$ cat config.mk
export PLATFORM = sky130hd
export DESIGN_NAME = raster_pixel_recolor_engine_flat
export DESIGN_NICKNAME = d
export VERILOG_FILES = /design/src/rtl/rpr_pkg.sv /design/src/rtl/rpr_pix_if.sv /design/src/rtl/rpr_res_if.sv /design/src/rtl/rpr_cfg_if.sv /design/src/rtl/rpr_cfg_regs.sv /design/src/rtl/rpr_position.sv /design/src/rtl/rpr_colour_path.sv /design/src/rtl/raster_pixel_recolor_engine.sv /design/src/flat_wrapper.sv
export SDC_FILE = /design/constraint.sdc
export NUM_CORES = 1
export LEC_CHECK = 0
export BUFFER_PORTS_ARGS = -buffer_cell sky130_fd_sc_hd__buf_2
export CAP_MARGIN = 20
export CORE_MARGIN = 2
export CORE_UTILIZATION = 25
export CTS_CLUSTER_DIAMETER = 200
export DETAILED_ROUTE_END_ITERATION = 10
export PLACE_DENSITY = 0.51
export SYNTH_ARGS = -nofsm -noshare
export SYNTH_HDL_FRONTEND = slang
export SYNTH_SLANG_ARGS = --single-unit
$ cat constraint.sdc
create_clock -name clk -period 8.58 [get_ports clk]
set_input_delay 0.429 -clock clk [delete_from_list [all_inputs] [get_ports clk]]
set_output_delay 0.429 -clock clk [all_outputs]
set_load 0.05 [all_outputs]
$ cat src/rtl/rpr_pkg.sv
`timescale 1ns / 1ps

package rpr_pkg;

    // configuration port geometry
    localparam int CFG_IDX_W  = 3;
    localparam int CFG_DATA_W = 24;

    // register indexes
    localparam logic [CFG_IDX_W-1:0] REG_MODE           = 3'd0;
    localparam logic [CFG_IDX_W-1:0] REG_IMAGE_WIDTH    = 3'd1;
    localparam logic [CFG_IDX_W-1:0] REG_IMAGE_HEIGHT   = 3'd2;
    localparam logic [CFG_IDX_W-1:0] REG_MATCH_COLOR    = 3'd3;
    localparam logic [CFG_IDX_W-1:0] REG_PAINT_COLOR    = 3'd4;
    localparam logic [CFG_IDX_W-1:0] REG_FILTER_CHANNEL = 3'd5;
    localparam logic [CFG_IDX_W-1:0] REG_FIRST_PAIR     = 3'd6;
    localparam logic [CFG_IDX_W-1:0] REG_SECOND_PAIR    = 3'd7;

    // filter channel codes
    localparam logic [1:0] CH_BLUE  = 2'd0;
    localparam logic [1:0] CH_GREEN = 2'd1;
    localparam logic [1:0] CH_RED   = 2'd2;

    typedef enum logic [1:0] {
        MODE_REPLACE = 2'd0,
        MODE_FILTER  = 2'd1,
        MODE_GRID    = 2'd2,
        MODE_RECT    = 2'd3
    } mode_t;

    // register file contents plus values derived from them
    typedef struct packed {
        mode_t       mode;
        logic [23:0] match_color;
        logic [23:0] paint_color;
        logic [1:0]  filter_channel;
        logic [23:0] first_pair;
        logic [23:0] second_pair;
        logic [12:0] w_eff;
        logic [12:0] h_last;
        logic        grid_err;
        logic        rect_err;
    } cfg_t;

    // stripe phase and stripe number along one axis
    typedef struct packed {
        logic [11:0] phase;
        logic [11:0] count;
    } stripe_t;

    // position flags for the pixel under work
    typedef struct packed {
        logic last_col;
        logic last_row;
        logic on_col;
        logic on_row;
    } pos_flags_t;

    // one step along an axis: phase wraps past the thickness, count saturates
    function automatic stripe_t stripe_step(stripe_t s, logic [11:0] t);
        stripe_t     r;
        logic [12:0] p;
        p = {1'b0, s.phase} + 13'd1;
        r = s;
        if (p > {1'b0, t})
        begin
            r.phase = 12'd0;
            if (s.count != 12'hFFF)
            begin
                r.count = s.count + 12'd1;
            end
        end
        else
        begin
            r.phase = p[11:0];
        end
        return r;
    endfunction

endpackage

$ cat src/rtl/rpr_pix_if.sv
`timescale 1ns / 1ps

interface rpr_pix_if;
    logic       valid;
    logic       ready;
    logic [7:0] in_blue;
    logic [7:0] in_green;
    logic [7:0] in_red;

    modport source (output valid, output in_blue, output in_green, output in_red,
                    input ready);
    modport sink   (input valid, input in_blue, input in_green, input in_red,
                    output ready);
endinterface

$ cat src/rtl/rpr_res_if.sv
`timescale 1ns / 1ps

interface rpr_res_if;
    logic       valid;
    logic       ready;
    logic [7:0] out_blue;
    logic [7:0] out_green;
    logic [7:0] out_red;
    logic       was_changed;
    logic       setting_error;
    logic       frame_end;

    modport source (output valid, output out_blue, output out_green, output out_red,
                    output was_changed, output setting_error, output frame_end,
                    input ready);
    modport sink   (input valid, input out_blue, input out_green, input out_red,
                    input was_changed, input setting_error, input frame_end,
                    output ready);
endinterface

$ cat src/rtl/rpr_cfg_if.sv
`timescale 1ns / 1ps

interface rpr_cfg_if;
    logic                         valid;
    logic                         ready;
    logic [rpr_pkg::CFG_IDX_W-1:0]  index;
    logic [rpr_pkg::CFG_DATA_W-1:0] data;

    modport source (output valid, output index, output data, input ready);
    modport sink   (input valid, input index, input data, output ready);
endinterface

$ cat src/rtl/rpr_cfg_regs.sv
`timescale 1ns / 1ps

module rpr_cfg_regs #(
    parameter int MAX_DIM = 4096
) (
    input  logic          clk,
    input  logic          rst_n,
    rpr_cfg_if.sink       regs,
    output rpr_pkg::cfg_t cfg
);
    import rpr_pkg::*;

    mode_t       mode_reg;
    logic [12:0] image_width_reg;
    logic [12:0] image_height_reg;
    logic [23:0] match_color_reg;
    logic [23:0] paint_color_reg;
    logic [1:0]  filter_channel_reg;
    logic [23:0] first_pair_reg;
    logic [23:0] second_pair_reg;
    logic [12:0] w_eff_reg;
    logic [12:0] h_last_reg;
    logic        grid_err_reg;
    logic        rect_err_reg;

    logic [12:0] w_eff_next;
    logic [12:0] h_eff;
    logic [12:0] h_last_next;
    logic        grid_err_next;
    logic        rect_err_next;
    logic [11:0] x_m1;
    logic [11:0] y_m1;
    logic [12:0] t_p1;
    logic [24:0] span_x;
    logic [24:0] span_y;
    logic        wr;

    // writes are always taken
    assign regs.ready = 1'b1;
    assign wr = regs.valid && regs.ready;

    // register file
    always_ff @(posedge clk or negedge rst_n)
    begin
        if (!rst_n)
        begin
            mode_reg           <= MODE_REPLACE;
            image_width_reg    <= 13'd1;
            image_height_reg   <= 13'd1;
            match_color_reg    <= 24'd0;
            paint_color_reg    <= 24'd0;
            filter_channel_reg <= 2'd0;
            first_pair_reg     <= 24'd0;
            second_pair_reg    <= 24'd0;
        end
        else if (wr)
        begin
            case (regs.index)
                REG_MODE:           mode_reg           <= mode_t'(regs.data[1:0]);
                REG_IMAGE_WIDTH:    image_width_reg    <= regs.data[12:0];
                REG_IMAGE_HEIGHT:   image_height_reg   <= regs.data[12:0];
                REG_MATCH_COLOR:    match_color_reg    <= regs.data[23:0];
                REG_PAINT_COLOR:    paint_color_reg    <= regs.data[23:0];
                REG_FILTER_CHANNEL: filter_channel_reg <= regs.data[1:0];
                REG_FIRST_PAIR:     first_pair_reg     <= regs.data[23:0];
                REG_SECOND_PAIR:    second_pair_reg    <= regs.data[23:0];
                default:            ;
            endcase
        end
    end

    // effective image size: zero acts as one, clamp at the maximum
    always_comb
    begin
        if (image_width_reg == 13'd0)
            w_eff_next = 13'd1;
        else if (32'(image_width_reg) > MAX_DIM)
            w_eff_next = 13'(MAX_DIM);
        else
            w_eff_next = image_width_reg;

        if (image_height_reg == 13'd0)
            h_eff = 13'd1;
        else if (32'(image_height_reg) > MAX_DIM)
            h_eff = 13'(MAX_DIM);
        else
            h_eff = image_height_reg;

        h_last_next = h_eff - 13'd1;
    end

    // grid and rectangle checks
    assign x_m1   = first_pair_reg[11:0] - 12'd1;
    assign y_m1   = first_pair_reg[23:12] - 12'd1;
    assign t_p1   = {1'b0, second_pair_reg[11:0]} + 13'd1;
    assign span_x = 25'(x_m1) * 25'(t_p1);
    assign span_y = 25'(y_m1) * 25'(t_p1);

    assign grid_err_next = (first_pair_reg[11:0] <= 12'd1) ||
                           (first_pair_reg[23:12] <= 12'd1) ||
                           (second_pair_reg[11:0] == 12'd0) ||
                           (span_x >= 25'(w_eff_next)) ||
                           (span_y >= 25'(h_eff));

    assign rect_err_next = (first_pair_reg[11:0] > second_pair_reg[11:0]) ||
                           (first_pair_reg[23:12] > second_pair_reg[23:12]);

    // derived values, registered behind the register file
    always_ff @(posedge clk or negedge rst_n)
    begin
        if (!rst_n)
        begin
            w_eff_reg    <= 13'd1;
            h_last_reg   <= 13'd0;
            grid_err_reg <= 1'b1;
            rect_err_reg <= 1'b0;
        end
        else
        begin
            w_eff_reg    <= w_eff_next;
            h_last_reg   <= h_last_next;
            grid_err_reg <= grid_err_next;
            rect_err_reg <= rect_err_next;
        end
    end

    always_comb
    begin
        cfg.mode           = mode_reg;
        cfg.match_color    = match_color_reg;
        cfg.paint_color    = paint_color_reg;
        cfg.filter_channel = filter_channel_reg;
        cfg.first_pair     = first_pair_reg;
        cfg.second_pair    = second_pair_reg;
        cfg.w_eff          = w_eff_reg;
        cfg.h_last         = h_last_reg;
        cfg.grid_err       = grid_err_reg;
        cfg.rect_err       = rect_err_reg;
    end

endmodule

$ cat src/rtl/rpr_position.sv
`timescale 1ns / 1ps

module rpr_position #(
    parameter int MAX_DIM = 4096,
    localparam int DIM_W  = $clog2(MAX_DIM)
) (
    input  logic                clk,
    input  logic                rst_n,
    input  rpr_pkg::cfg_t       cfg,
    input  logic                advance,
    output logic [DIM_W-1:0]    column,
    output logic [DIM_W-1:0]    row,
    output rpr_pkg::pos_flags_t flags
);
    import rpr_pkg::*;

    logic [DIM_W-1:0] col_reg;
    logic [DIM_W-1:0] col_next;
    logic [DIM_W-1:0] row_reg;
    logic [DIM_W-1:0] row_next;
    stripe_t          cs_reg;
    stripe_t          cs_next;
    stripe_t          rs_reg;
    stripe_t          rs_next;
    logic [11:0]      thick;

    assign thick = cfg.second_pair[11:0];

    // flags for the pixel at the current position
    always_comb
    begin
        flags.last_col = (32'(col_reg) + 32'd1) >= 32'(cfg.w_eff);
        flags.last_row = 32'(row_reg) >= 32'(cfg.h_last);
        flags.on_col   = (cs_reg.phase != 12'd0) &&
                         (({1'b0, cs_reg.count} + 13'd1) < {1'b0, cfg.first_pair[11:0]});
        flags.on_row   = (rs_reg.phase != 12'd0) &&
                         (({1'b0, rs_reg.count} + 13'd1) < {1'b0, cfg.first_pair[23:12]});
    end

    // raster step on every pixel transfer
    always_comb
    begin
        col_next = col_reg;
        row_next = row_reg;
        cs_next  = cs_reg;
        rs_next  = rs_reg;
        if (advance)
        begin
            if (!flags.last_col)
            begin
                col_next = DIM_W'(32'(col_reg) + 32'd1);
                cs_next  = stripe_step(cs_reg, thick);
            end
            else
            begin
                col_next = '0;
                cs_next  = '0;
                if (flags.last_row)
                begin
                    row_next = '0;
                    rs_next  = '0;
                end
                else
                begin
                    row_next = DIM_W'(32'(row_reg) + 32'd1);
                    rs_next  = stripe_step(rs_reg, thick);
                end
            end
        end
    end

    always_ff @(posedge clk or negedge rst_n)
    begin
        if (!rst_n)
        begin
            col_reg <= '0;
            row_reg <= '0;
            cs_reg  <= '0;
            rs_reg  <= '0;
        end
        else
        begin
            col_reg <= col_next;
            row_reg <= row_next;
            cs_reg  <= cs_next;
            rs_reg  <= rs_next;
        end
    end

    assign column = col_reg;
    assign row    = row_reg;

    // end of row restarts the column and its stripes
    a_row_wrap: assert property (@(posedge clk) disable iff (!rst_n)
        advance && flags.last_col |=> (col_reg == '0) && (cs_reg == '0))
        else $error("column not restarted at end of row");

endmodule

$ cat src/rtl/rpr_colour_path.sv
`timescale 1ns / 1ps

module rpr_colour_path #(
    parameter int MAX_DIM = 4096,
    localparam int DIM_W  = $clog2(MAX_DIM)
) (
    input  logic                clk,
    input  logic                rst_n,
    rpr_pix_if.sink             pixel,
    rpr_res_if.source           result,
    input  rpr_pkg::cfg_t       cfg,
    input  logic [DIM_W-1:0]    column,
    input  logic [DIM_W-1:0]    row,
    input  rpr_pkg::pos_flags_t flags,
    output logic                advance
);
    import rpr_pkg::*;

    logic        s1_valid_reg;
    logic        s1_valid_next;
    logic [7:0]  s1_b_reg;
    logic [7:0]  s1_g_reg;
    logic [7:0]  s1_r_reg;
    logic        res_valid_reg;
    logic        res_valid_next;
    logic [7:0]  res_b_reg;
    logic [7:0]  res_g_reg;
    logic [7:0]  res_r_reg;
    logic        res_changed_reg;
    logic        res_err_reg;
    logic        res_end_reg;

    logic        accept;
    logic [7:0]  b_next;
    logic [7:0]  g_next;
    logic [7:0]  r_next;
    logic        changed_next;
    logic        err_next;
    logic        paint;
    logic        row_beyond;
    logic [12:0] top;

    // handshake: input register and result register
    assign advance     = s1_valid_reg && (!res_valid_reg || result.ready);
    assign pixel.ready = !s1_valid_reg || advance;
    assign accept      = pixel.valid && pixel.ready;

    always_comb
    begin
        s1_valid_next = s1_valid_reg;
        if (accept)
            s1_valid_next = 1'b1;
        else if (advance)
            s1_valid_next = 1'b0;

        res_valid_next = res_valid_reg;
        if (advance)
            res_valid_next = 1'b1;
        else if (result.ready)
            res_valid_next = 1'b0;
    end

    always_ff @(posedge clk or negedge rst_n)
    begin
        if (!rst_n)
        begin
            s1_valid_reg  <= 1'b0;
            res_valid_reg <= 1'b0;
        end
        else
        begin
            s1_valid_reg  <= s1_valid_next;
            res_valid_reg <= res_valid_next;
        end
    end

    // incoming pixel
    always_ff @(posedge clk)
    begin
        if (accept)
        begin
            s1_b_reg <= pixel.in_blue;
            s1_g_reg <= pixel.in_green;
            s1_r_reg <= pixel.in_red;
        end
    end

    // row counted from the top; rows past the height lie outside
    assign row_beyond = 32'(row) > 32'(cfg.h_last);
    assign top        = cfg.h_last - 13'(row);

    // recolour decision
    always_comb
    begin
        b_next       = s1_b_reg;
        g_next       = s1_g_reg;
        r_next       = s1_r_reg;
        changed_next = 1'b0;
        err_next     = 1'b0;
        paint        = 1'b0;
        case (cfg.mode)
            MODE_REPLACE:
            begin
                paint = {s1_r_reg, s1_g_reg, s1_b_reg} == cfg.match_color;
            end
            MODE_FILTER:
            begin
                case (cfg.filter_channel)
                    CH_BLUE:
                    begin
                        b_next       = cfg.paint_color[7:0];
                        changed_next = 1'b1;
                    end
                    CH_GREEN:
                    begin
                        g_next       = cfg.paint_color[15:8];
                        changed_next = 1'b1;
                    end
                    CH_RED:
                    begin
                        r_next       = cfg.paint_color[23:16];
                        changed_next = 1'b1;
                    end
                    default: ;
                endcase
            end
            MODE_GRID:
            begin
                if (cfg.grid_err)
                    err_next = 1'b1;
                else
                    paint = flags.on_col || flags.on_row;
            end
            MODE_RECT:
            begin
                if (cfg.rect_err)
                    err_next = 1'b1;
                else
                    paint = row_beyond ||
                            (top < {1'b0, cfg.first_pair[23:12]}) ||
                            (top > {1'b0, cfg.second_pair[23:12]}) ||
                            (32'(column) < 32'(cfg.first_pair[11:0])) ||
                            (32'(column) > 32'(cfg.second_pair[11:0]));
            end
            default: ;
        endcase
        if (paint)
        begin
            b_next       = cfg.paint_color[7:0];
            g_next       = cfg.paint_color[15:8];
            r_next       = cfg.paint_color[23:16];
            changed_next = 1'b1;
        end
    end

    // result register
    always_ff @(posedge clk)
    begin
        if (advance)
        begin
            res_b_reg       <= b_next;
            res_g_reg       <= g_next;
            res_r_reg       <= r_next;
            res_changed_reg <= changed_next;
            res_err_reg     <= err_next;
            res_end_reg     <= flags.last_col && flags.last_row;
        end
    end

    assign result.valid         = res_valid_reg;
    assign result.out_blue      = res_b_reg;
    assign result.out_green     = res_g_reg;
    assign result.out_red       = res_r_reg;
    assign result.was_changed   = res_changed_reg;
    assign result.setting_error = res_err_reg;
    assign result.frame_end     = res_end_reg;

    // a flagged setting error never repaints
    a_err_pass: assert property (@(posedge clk) disable iff (!rst_n)
        result.valid && result.setting_error |-> !result.was_changed)
        else $error("pixel repainted under a setting error");

    // full input register behind a stalled result blocks the input
    a_full_stall: assert property (@(posedge clk) disable iff (!rst_n)
        s1_valid_reg && res_valid_reg && !result.ready |-> !pixel.ready)
        else $error("input taken while both stages are full");

    // a pixel moved on appears at the result on the next cycle
    a_advance_out: assert property (@(posedge clk) disable iff (!rst_n)
        advance |=> res_valid_reg)
        else $error("result lost after stage transfer");

endmodule

$ cat src/rtl/raster_pixel_recolor_engine.sv
`timescale 1ns / 1ps

// Raster pixel recolour engine: takes one BGR pixel per transfer in bottom-up
// raster order, counts column and row itself and returns one recoloured pixel
// per input, with changed, setting-error and end-of-frame flags. A pixel is
// accepted whenever the input register is free or moves on; it sits in the
// input register while the decision logic works, then waits in the result
// register until the result side takes it; the sustained rate is one pixel
// per clock, limited only by the result side taking its transfers. Register
// writes are always accepted; the grid and rectangle checks and the effective
// image size are registered behind the register file.
module raster_pixel_recolor_engine #(
    parameter int MAX_DIM = 4096
) (
    input  logic      clk,
    input  logic      rst_n,
    rpr_pix_if.sink   pixel,
    rpr_res_if.source result,
    rpr_cfg_if.sink   regs
);
    import rpr_pkg::*;

    localparam int DIM_W = $clog2(MAX_DIM);

    cfg_t             cfg;
    pos_flags_t       flags;
    logic [DIM_W-1:0] column;
    logic [DIM_W-1:0] row;
    logic             advance;

    // register file
    rpr_cfg_regs #(
        .MAX_DIM (MAX_DIM)
    ) u_cfg (
        .clk   (clk),
        .rst_n (rst_n),
        .regs  (regs),
        .cfg   (cfg)
    );

    // raster position and stripe counters
    rpr_position #(
        .MAX_DIM (MAX_DIM)
    ) u_pos (
        .clk     (clk),
        .rst_n   (rst_n),
        .cfg     (cfg),
        .advance (advance),
        .column  (column),
        .row     (row),
        .flags   (flags)
    );

    // pixel pipeline
    rpr_colour_path #(
        .MAX_DIM (MAX_DIM)
    ) u_path (
        .clk     (clk),
        .rst_n   (rst_n),
        .pixel   (pixel),
        .result  (result),
        .cfg     (cfg),
        .column  (column),
        .row     (row),
        .flags   (flags),
        .advance (advance)
    );

endmodule

$ cat src/flat_wrapper.sv
// flat-port wrapper written by rule: the top's interface ports become plain ports
module raster_pixel_recolor_engine_flat import rpr_pkg::*;
#(
    parameter int MAX_DIM = 4096
)
  (clk, rst_n, pixel_valid, pixel_in_blue, pixel_in_green, pixel_in_red, pixel_ready, result_valid, result_out_blue, result_out_green, result_out_red, result_was_changed, result_setting_error, result_frame_end, result_ready, regs_valid, regs_index, regs_data, regs_ready);
  rpr_pix_if pixel_i ();
  rpr_res_if result_i ();
  rpr_cfg_if regs_i ();
  input  logic clk;
  input  logic rst_n;
  input wire logic [$bits(pixel_i.valid)-1:0] pixel_valid;
  input wire logic [$bits(pixel_i.in_blue)-1:0] pixel_in_blue;
  input wire logic [$bits(pixel_i.in_green)-1:0] pixel_in_green;
  input wire logic [$bits(pixel_i.in_red)-1:0] pixel_in_red;
  output wire logic [$bits(pixel_i.ready)-1:0] pixel_ready;
  output wire logic [$bits(result_i.valid)-1:0] result_valid;
  output wire logic [$bits(result_i.out_blue)-1:0] result_out_blue;
  output wire logic [$bits(result_i.out_green)-1:0] result_out_green;
  output wire logic [$bits(result_i.out_red)-1:0] result_out_red;
  output wire logic [$bits(result_i.was_changed)-1:0] result_was_changed;
  output wire logic [$bits(result_i.setting_error)-1:0] result_setting_error;
  output wire logic [$bits(result_i.frame_end)-1:0] result_frame_end;
  input wire logic [$bits(result_i.ready)-1:0] result_ready;
  input wire logic [$bits(regs_i.valid)-1:0] regs_valid;
  input wire logic [$bits(regs_i.index)-1:0] regs_index;
  input wire logic [$bits(regs_i.data)-1:0] regs_data;
  output wire logic [$bits(regs_i.ready)-1:0] regs_ready;
  assign pixel_i.valid = pixel_valid;
  assign pixel_i.in_blue = pixel_in_blue;
  assign pixel_i.in_green = pixel_in_green;
  assign pixel_i.in_red = pixel_in_red;
  assign pixel_ready = pixel_i.ready;
  assign result_valid = result_i.valid;
  assign result_out_blue = result_i.out_blue;
  assign result_out_green = result_i.out_green;
  assign result_out_red = result_i.out_red;
  assign result_was_changed = result_i.was_changed;
  assign result_setting_error = result_i.setting_error;
  assign result_frame_end = result_i.frame_end;
  assign result_i.ready = result_ready;
  assign regs_i.valid = regs_valid;
  assign regs_i.index = regs_index;
  assign regs_i.data = regs_data;
  assign regs_ready = regs_i.ready;
  raster_pixel_recolor_engine #(.MAX_DIM(MAX_DIM)) u_core (.clk(clk), .rst_n(rst_n), .pixel(pixel_i), .result(result_i), .regs(regs_i));
endmodule
* After elaboration in Yosys (flattened, before gate mapping)
Index checks and enable logic that the tools add are counted.
** Storage, ports and cells
- Bits in registers :: 279
- Bits of input ports :: 56
- Output and inout bits :: 30
** Operators by class
- $add $sub $neg :: 13
- $mul :: 2
- $lt $le $gt $ge :: 19
- Equal/unequal tests :: 15
- Multiplexer cells :: 35
- Reductions and logical operators :: 45
** Operators by type and width (count)
- 12-bit 2-to-1 mux :: 8
- 12-bit by 1-bit adder with 13-bit output, second input constant :: 6
- 8-bit 2-to-1 mux :: 9
- 13-bit 2-to-1 mux :: 4
- 25-bit by 13-bit >= comparator with 1-bit output :: 2
- 12-bit by 13-bit multiplier with 25-bit output :: 2
- 24-bit 2-to-1 mux :: 2
- 13-bit by 12-bit > comparator with 1-bit output :: 3
- 13-bit by 12-bit < comparator with 1-bit output :: 3
- 12-bit by 1-bit adder with 12-bit output, second input constant :: 3
- 12-bit > comparator :: 3
- 32-bit by 13-bit >= comparator with 1-bit output :: 1
- 13-bit > comparator, second input constant :: 2
- 13-bit zero test :: 2
- 24-bit equality test :: 1
- 12-bit by 1-bit <= comparator with 1-bit output, second input constant :: 2
- 12-bit != test, second input constant :: 2
- 12-bit nonzero test :: 2
- 12-bit by 1-bit subtractor with 12-bit output, second input constant :: 2
- 2-bit AND reduction :: 9
- 12-bit by 13-bit >= comparator with 1-bit output :: 1
- 12-bit by 13-bit > comparator with 1-bit output :: 1
- 13-bit by 1-bit subtractor with 13-bit output, second input constant :: 1
- 13-bit by 12-bit subtractor with 13-bit output :: 1
- 19 further kinds :: 57

* Longest topological paths before layout
- Depth in word-level cells :: 9
- Mapped depth :: 33

* Modules after synthesis
From an unflattened synthesis, not the netlist that was laid out.
** Second synthesis, totals
- Cells, all modules :: 2990
- Area total of the unflattened synthesis :: 28183.3 µm²
** By module, submodules not included
- rpr_cfg_regs :: instances 1, cells an instance 1889, area each 17874.6 µm², seq. area each 3858.7 µm²
- rpr_position :: instances 1, cells an instance 720, area each 6107.1 µm², seq. area each 1801.7 µm²
- rpr_colour_path :: instances 1, cells an instance 381, area each 4201.5 µm², seq. area each 1581.5 µm²

* Least setup slack after synthesis
Ideal clock, no wire load.
- Path kind :: register to register
- From :: register u_core.u_cfg.first_pair_reg[0]
- To :: register u_core.u_cfg.grid_err_reg
- Arrival :: 7.153 ns
- Data required time :: 8.491 ns
- Slack :: 1.338 ns
- Stages on the path, launching flop included :: 30
- Buffers on the path :: 1
- Period minus slack after synthesis :: 7.242 ns
- Cells stage by stage :: dfrtp_1 > inv_1 > clkbuf_1 > ha_1 > and3_1 > and4_1 > xnor2_1 > nand2_1 > fa_1 > fa_1 > inv_1 > fa_1 > fa_1 > inv_1 > fa_1 > inv_1 > ha_1 > a2111oi_0 > o21ai_0 > nand2_1 > xnor2_1 > ha_1 > a2111oi_0 > o21a_1 > o2111ai_1 > nor4_1 > nand4b_1 > nor4_1 > and4_1 > nand4_1
** On the way
- Cells in the longest elaborated chain, start to end :: 5
- Elaborated cells on any way between the ends :: 8
- Classes of those cells :: 1 x add/sub; 1 x mul; 2 x order compare; 4 x reduce/logical
** RTL lines
- start, declared :: line rpr_cfg_regs.sv:19 : logic [23:0] first_pair_reg;
- start signal, assigned :: line rpr_cfg_regs.sv:65 : REG_FIRST_PAIR: first_pair_reg <= regs.data[23:0];
- 12-bit by 1-bit subtractor with 12-bit output or 12-bit by 1-bit <= comparator with 1-bit output (tied branches) :: line rpr_cfg_regs.sv:93, rpr_cfg_regs.sv:99
- 12-bit by 13-bit multiplier with 25-bit output or 1-bit logical OR (tied branches) :: line rpr_cfg_regs.sv:96, rpr_cfg_regs.sv:99
- 25-bit by 13-bit >= comparator with 1-bit output or 1-bit logical OR (tied branches) :: line rpr_cfg_regs.sv:102, rpr_cfg_regs.sv:100
- 1-bit logical OR (*) :: line rpr_cfg_regs.sv:101 : (second_pair_reg[11:0] == 12'd0) ||
- 1-bit logical OR (*) :: line rpr_cfg_regs.sv:102 : (span_x >= 25'(w_eff_next)) ||
- via u_core.u_cfg.grid_err_next :: line rpr_cfg_regs.sv:29 : logic grid_err_next;
- end signal, assigned :: line rpr_cfg_regs.sv:122 : grid_err_reg <= grid_err_next;
- end, declared :: line rpr_cfg_regs.sv:23 : logic grid_err_reg;
Mark *: on every way through the listed nets, which the timed path passes. The rest lies on a longest branch.
A chain may end at the register's enable or synchronous reset.

* Final worst setup path
- From :: register u_core.u_cfg.first_pair_reg[12]
- To :: register u_core.u_cfg.grid_err_reg
** On the way
- Cells in the longest elaborated chain, start to end :: 5
- Elaborated cells on any way between the ends :: 8
- Classes of those cells :: 1 x add/sub; 1 x mul; 2 x order compare; 4 x reduce/logical
** RTL lines (line)
- parallel branches: the longest is 4 deep, another holds 12-bit by 13-bit multiplier with 25-bit output
- 1-bit logical OR (*) :: rpr_cfg_regs.sv:102
- via u_core.u_cfg.grid_err_next :: rpr_cfg_regs.sv:29
Mark *: on every way through the listed nets, which the timed path passes.

==> reports/summary.txt <==
Drt drc = 0
Final Hold Violating Endpoints = 0
Setup TNS = 0 ns
Via density = 4.72
Post-route ant nets = 0
Clock sinks = 279
Synth Area in Adders = 0.305
Startpoint Class = flop
Crit-path max FO = 9
Setup-failing EPs final = 0
Buf/Inv on CP = 4
Most frequent cells in the layout = inv_1 (403), nand2_1 (316), ha_1 (309)
Grt ovf = 0
Slew HR = 0.255
WP data arrival = 8.46 ns
Most used cell, CP = fa_1
Total number of vias = 20.7k
CP max stage delay = 0.78 ns
Clock buffer depth = 3
Syn avg cell area = 9.57 um2
WL per Instance = 18.4 um
Synth Area in Compound Gates = 0.0990
Minimum clock period = 8.00 ns
Largest family of logic cells by synthesized area = adder cells
Synth Area in XOR/XNOR = 0.0522
Gpl congestion = 0.883
Pin count of the biggest net entering global routing = 104
Insertion delay to the later sink of the worst-skew pair = 0.55 ns
Ys async rst share = 0.817
First drt pass iteration count = 5
Placed insts = 4318
Antenna diode count = 0
Number of flops mapped to enable cells by yosys = 51
Initial antenna violation count = 4
#FFs+latches synth = 279
Num CTS Buffers = 35
Period utilization = 0.933
Number of cell rows = 120
Unrepaired setup endpoints after global routing = false
First-pass GRT wire length = 126 mm
Least-Margin Pin Slew = 1.11 ns
YS warnings = 0
Die Ht = 334 um
Multi-input gate area = 18200 um2
CTS tree = yes
Netlist Area Pre-Place = 27200 um2
NumNets Final = 3539
Commonest non-fill, non-tap cell in the layout = inv_1
Clock Skews = 0.0323 ns
Final Max Slew Viols = 0
Initial drt markers = 1409
CP endpoint kind = flop
Final wirelength = 80.5 mm
Die area = 111000 um2
Multiplexer area fraction after synthesis = 0.0651
Ports = 86
Synth Area in Simple Gates = 0.144
Top FF cell, synth = dfrtp_1
Area grow syn2layout = 13.7%
Syn nets = 3427
GRT Resource Usage Total = 0.144
Worst path slowest cell = xnor2_1
Initial Utilization = 0.253
Register area = 7240 um2
Clock Pin Slew Worst Setup and Hold Paths = 0.07 ns
CP delay by family, top = adder cells
Post-route insts no fill = 4383
Clk root buf = clkbuf_16
Crit Path Category = flop to flop
Vias in the first global route = 20.9k
Port buffer count = 84
Post-synthesis sequential area ratio = 0.266
Post-Synthesis Cells = 2841
Synth unique cells = 79
DIE WIDTH = 334 um
Share of layout cells above drive strength 1 = 0.136
Crit path cell chain = inv_1 -> ha_1 -> nand2_1 -> nor3_1 -> xnor2_1 -> nand2_1 -> fa_1 -> fa_1 -> inv_1 -> fa_1 -> inv_1 -> fa_1 -> inv_1 -> fa_1 -> ha_1 -> a2111oi_1 -> a211oi_1 -> a21boi_1 -> nor4_1 -> a311oi_1 -> nand4b_1 -> nor4_1 -> and4_1 -> nand4_1
Dpl hpwl = 64.5 mm
Status = complete, no violations
Critical path required time = 9.04 ns
Fill cell count = 11.4k
FMAX = 125 MHz
Max cap viols = 0
Hold Crit Class = primary input to flop
CTS H-tree depth = 2
Core Region = 108000 um2
## cells by family after synthesis
group                    count (synthesis)
AO/OA/AOI/OAI                          406
AND/OR/NAND/NOR                        821
multiplexers                           155
flip-flops                             279
buffers and inverters                  487
other                                    1
XOR/XNOR                               162
adder cells (fa/ha/maj)                530
## through the flow
step	hold slack, ns	setup WS, ns	cell area, um2	util
after CTS	0.0219	0.283	30900	0.287
after global routing	0.0349	0.00690	30900	0.287
after global placement	0.436	0.370	29600	0.276
after detailed placement	0.441	0.345	29700	0.276
after floorplan	0.133	1.34	27200	-
final	0.0474	0.576	30900	0.287
## area by class of cell
type                       count  area share
timing repair buffer         157      0.0319
clock buffer                  44      0.0304
tap                         1403      0.0568
clock inverter                20     0.00830
multi-input combinational   2075       0.589
sequential                   279       0.234
inverter                     405      0.0492
## Yosys cell counts (all sizes together), types with 5 or more instances
| library cell | number | area [um2] |
|---|---|---|
| clkbuf | 72 | 270 |
| edfxtp | 51 | 1530 |
| a221oi | 6 | 52.6 |
| o21ai | 105 | 526 |
| nor2 | 155 | 582 |
| nor3b | 12 | 90.1 |
| and3 | 30 | 188 |
| inv | 404 | 1520 |
| or2 | 7 | 43.8 |
| nand2b | 44 | 275 |
| a31oi | 18 | 113 |
| a211o | 5 | 43.8 |
| o31ai | 9 | 67.6 |
| xor2 | 44 | 385 |
| nand4 | 48 | 300 |
| o2111ai | 7 | 61.3 |
| nor2b | 18 | 120 |
| fa | 221 | 4420 |
| o211ai | 11 | 87.6 |
| a211oi | 22 | 165 |
| dfrtp | 224 | 5610 |
| a22o | 8 | 70.1 |
| nand2 | 316 | 1190 |
| a21oi | 87 | 435 |
| or3 | 6 | 37.5 |
| a21o | 38 | 288 |
| nand3b | 7 | 52.6 |
| xnor2 | 118 | 1030 |
| ha | 309 | 3870 |
| nor4 | 31 | 200 |
| a32o | 20 | 200 |
| mux2 | 151 | 1730 |
| buf | 10 | 71.3 |
| o21bai | 12 | 90.1 |
| nand3 | 58 | 290 |
| a2111oi | 10 | 100 |
| nor3 | 43 | 215 |
| o21a | 16 | 120 |
| and2 | 30 | 188 |
| o22ai | 5 | 31.3 |
## path summary, 6_finish.rpt
path                                             startpoint                         endpoint  slack (ns)  depth (start not counted)
min in group asynchronous                             rst_n  u_core.u_cfg.match_color_reg[1]        0.53                          2
setup reg to reg            u_core.u_cfg.first_pair_reg[12]        u_core.u_cfg.grid_err_reg        0.58                         24
setup / recovery            u_core.u_cfg.first_pair_reg[12]        u_core.u_cfg.grid_err_reg        0.58                         24
hold / removal                              pixel_in_red[1]        u_core.u_path.s1_r_reg[1]        0.05                          1
hold reg to reg            u_core.u_cfg.image_width_reg[12]       u_core.u_cfg.w_eff_reg[12]        0.46                          0
max in group asynchronous                             rst_n  u_core.u_cfg.second_pair_reg[9]        6.63                          3
## what timing repair did
item / CTS / global route
endpoints found under the setup margin: 0 / 1
resized for setup: 0 / 7
buffers inserted: 0 / 0
endpoints found under the hold margin: 82 / 0
hold buffers: 1 / 0
## per-layer routing
layer  track usage  wire length [um]  vias up
met5             0                 0        -
met4        0.0281              1450        0
met3        0.0131              3150       79
met2         0.234             36400      480
met1         0.208             39500    10292
li1              -                 -     9836
Power is not shown: default switching activity piles up to over one toggle a cycle in this logic, so the estimate is an artifact.
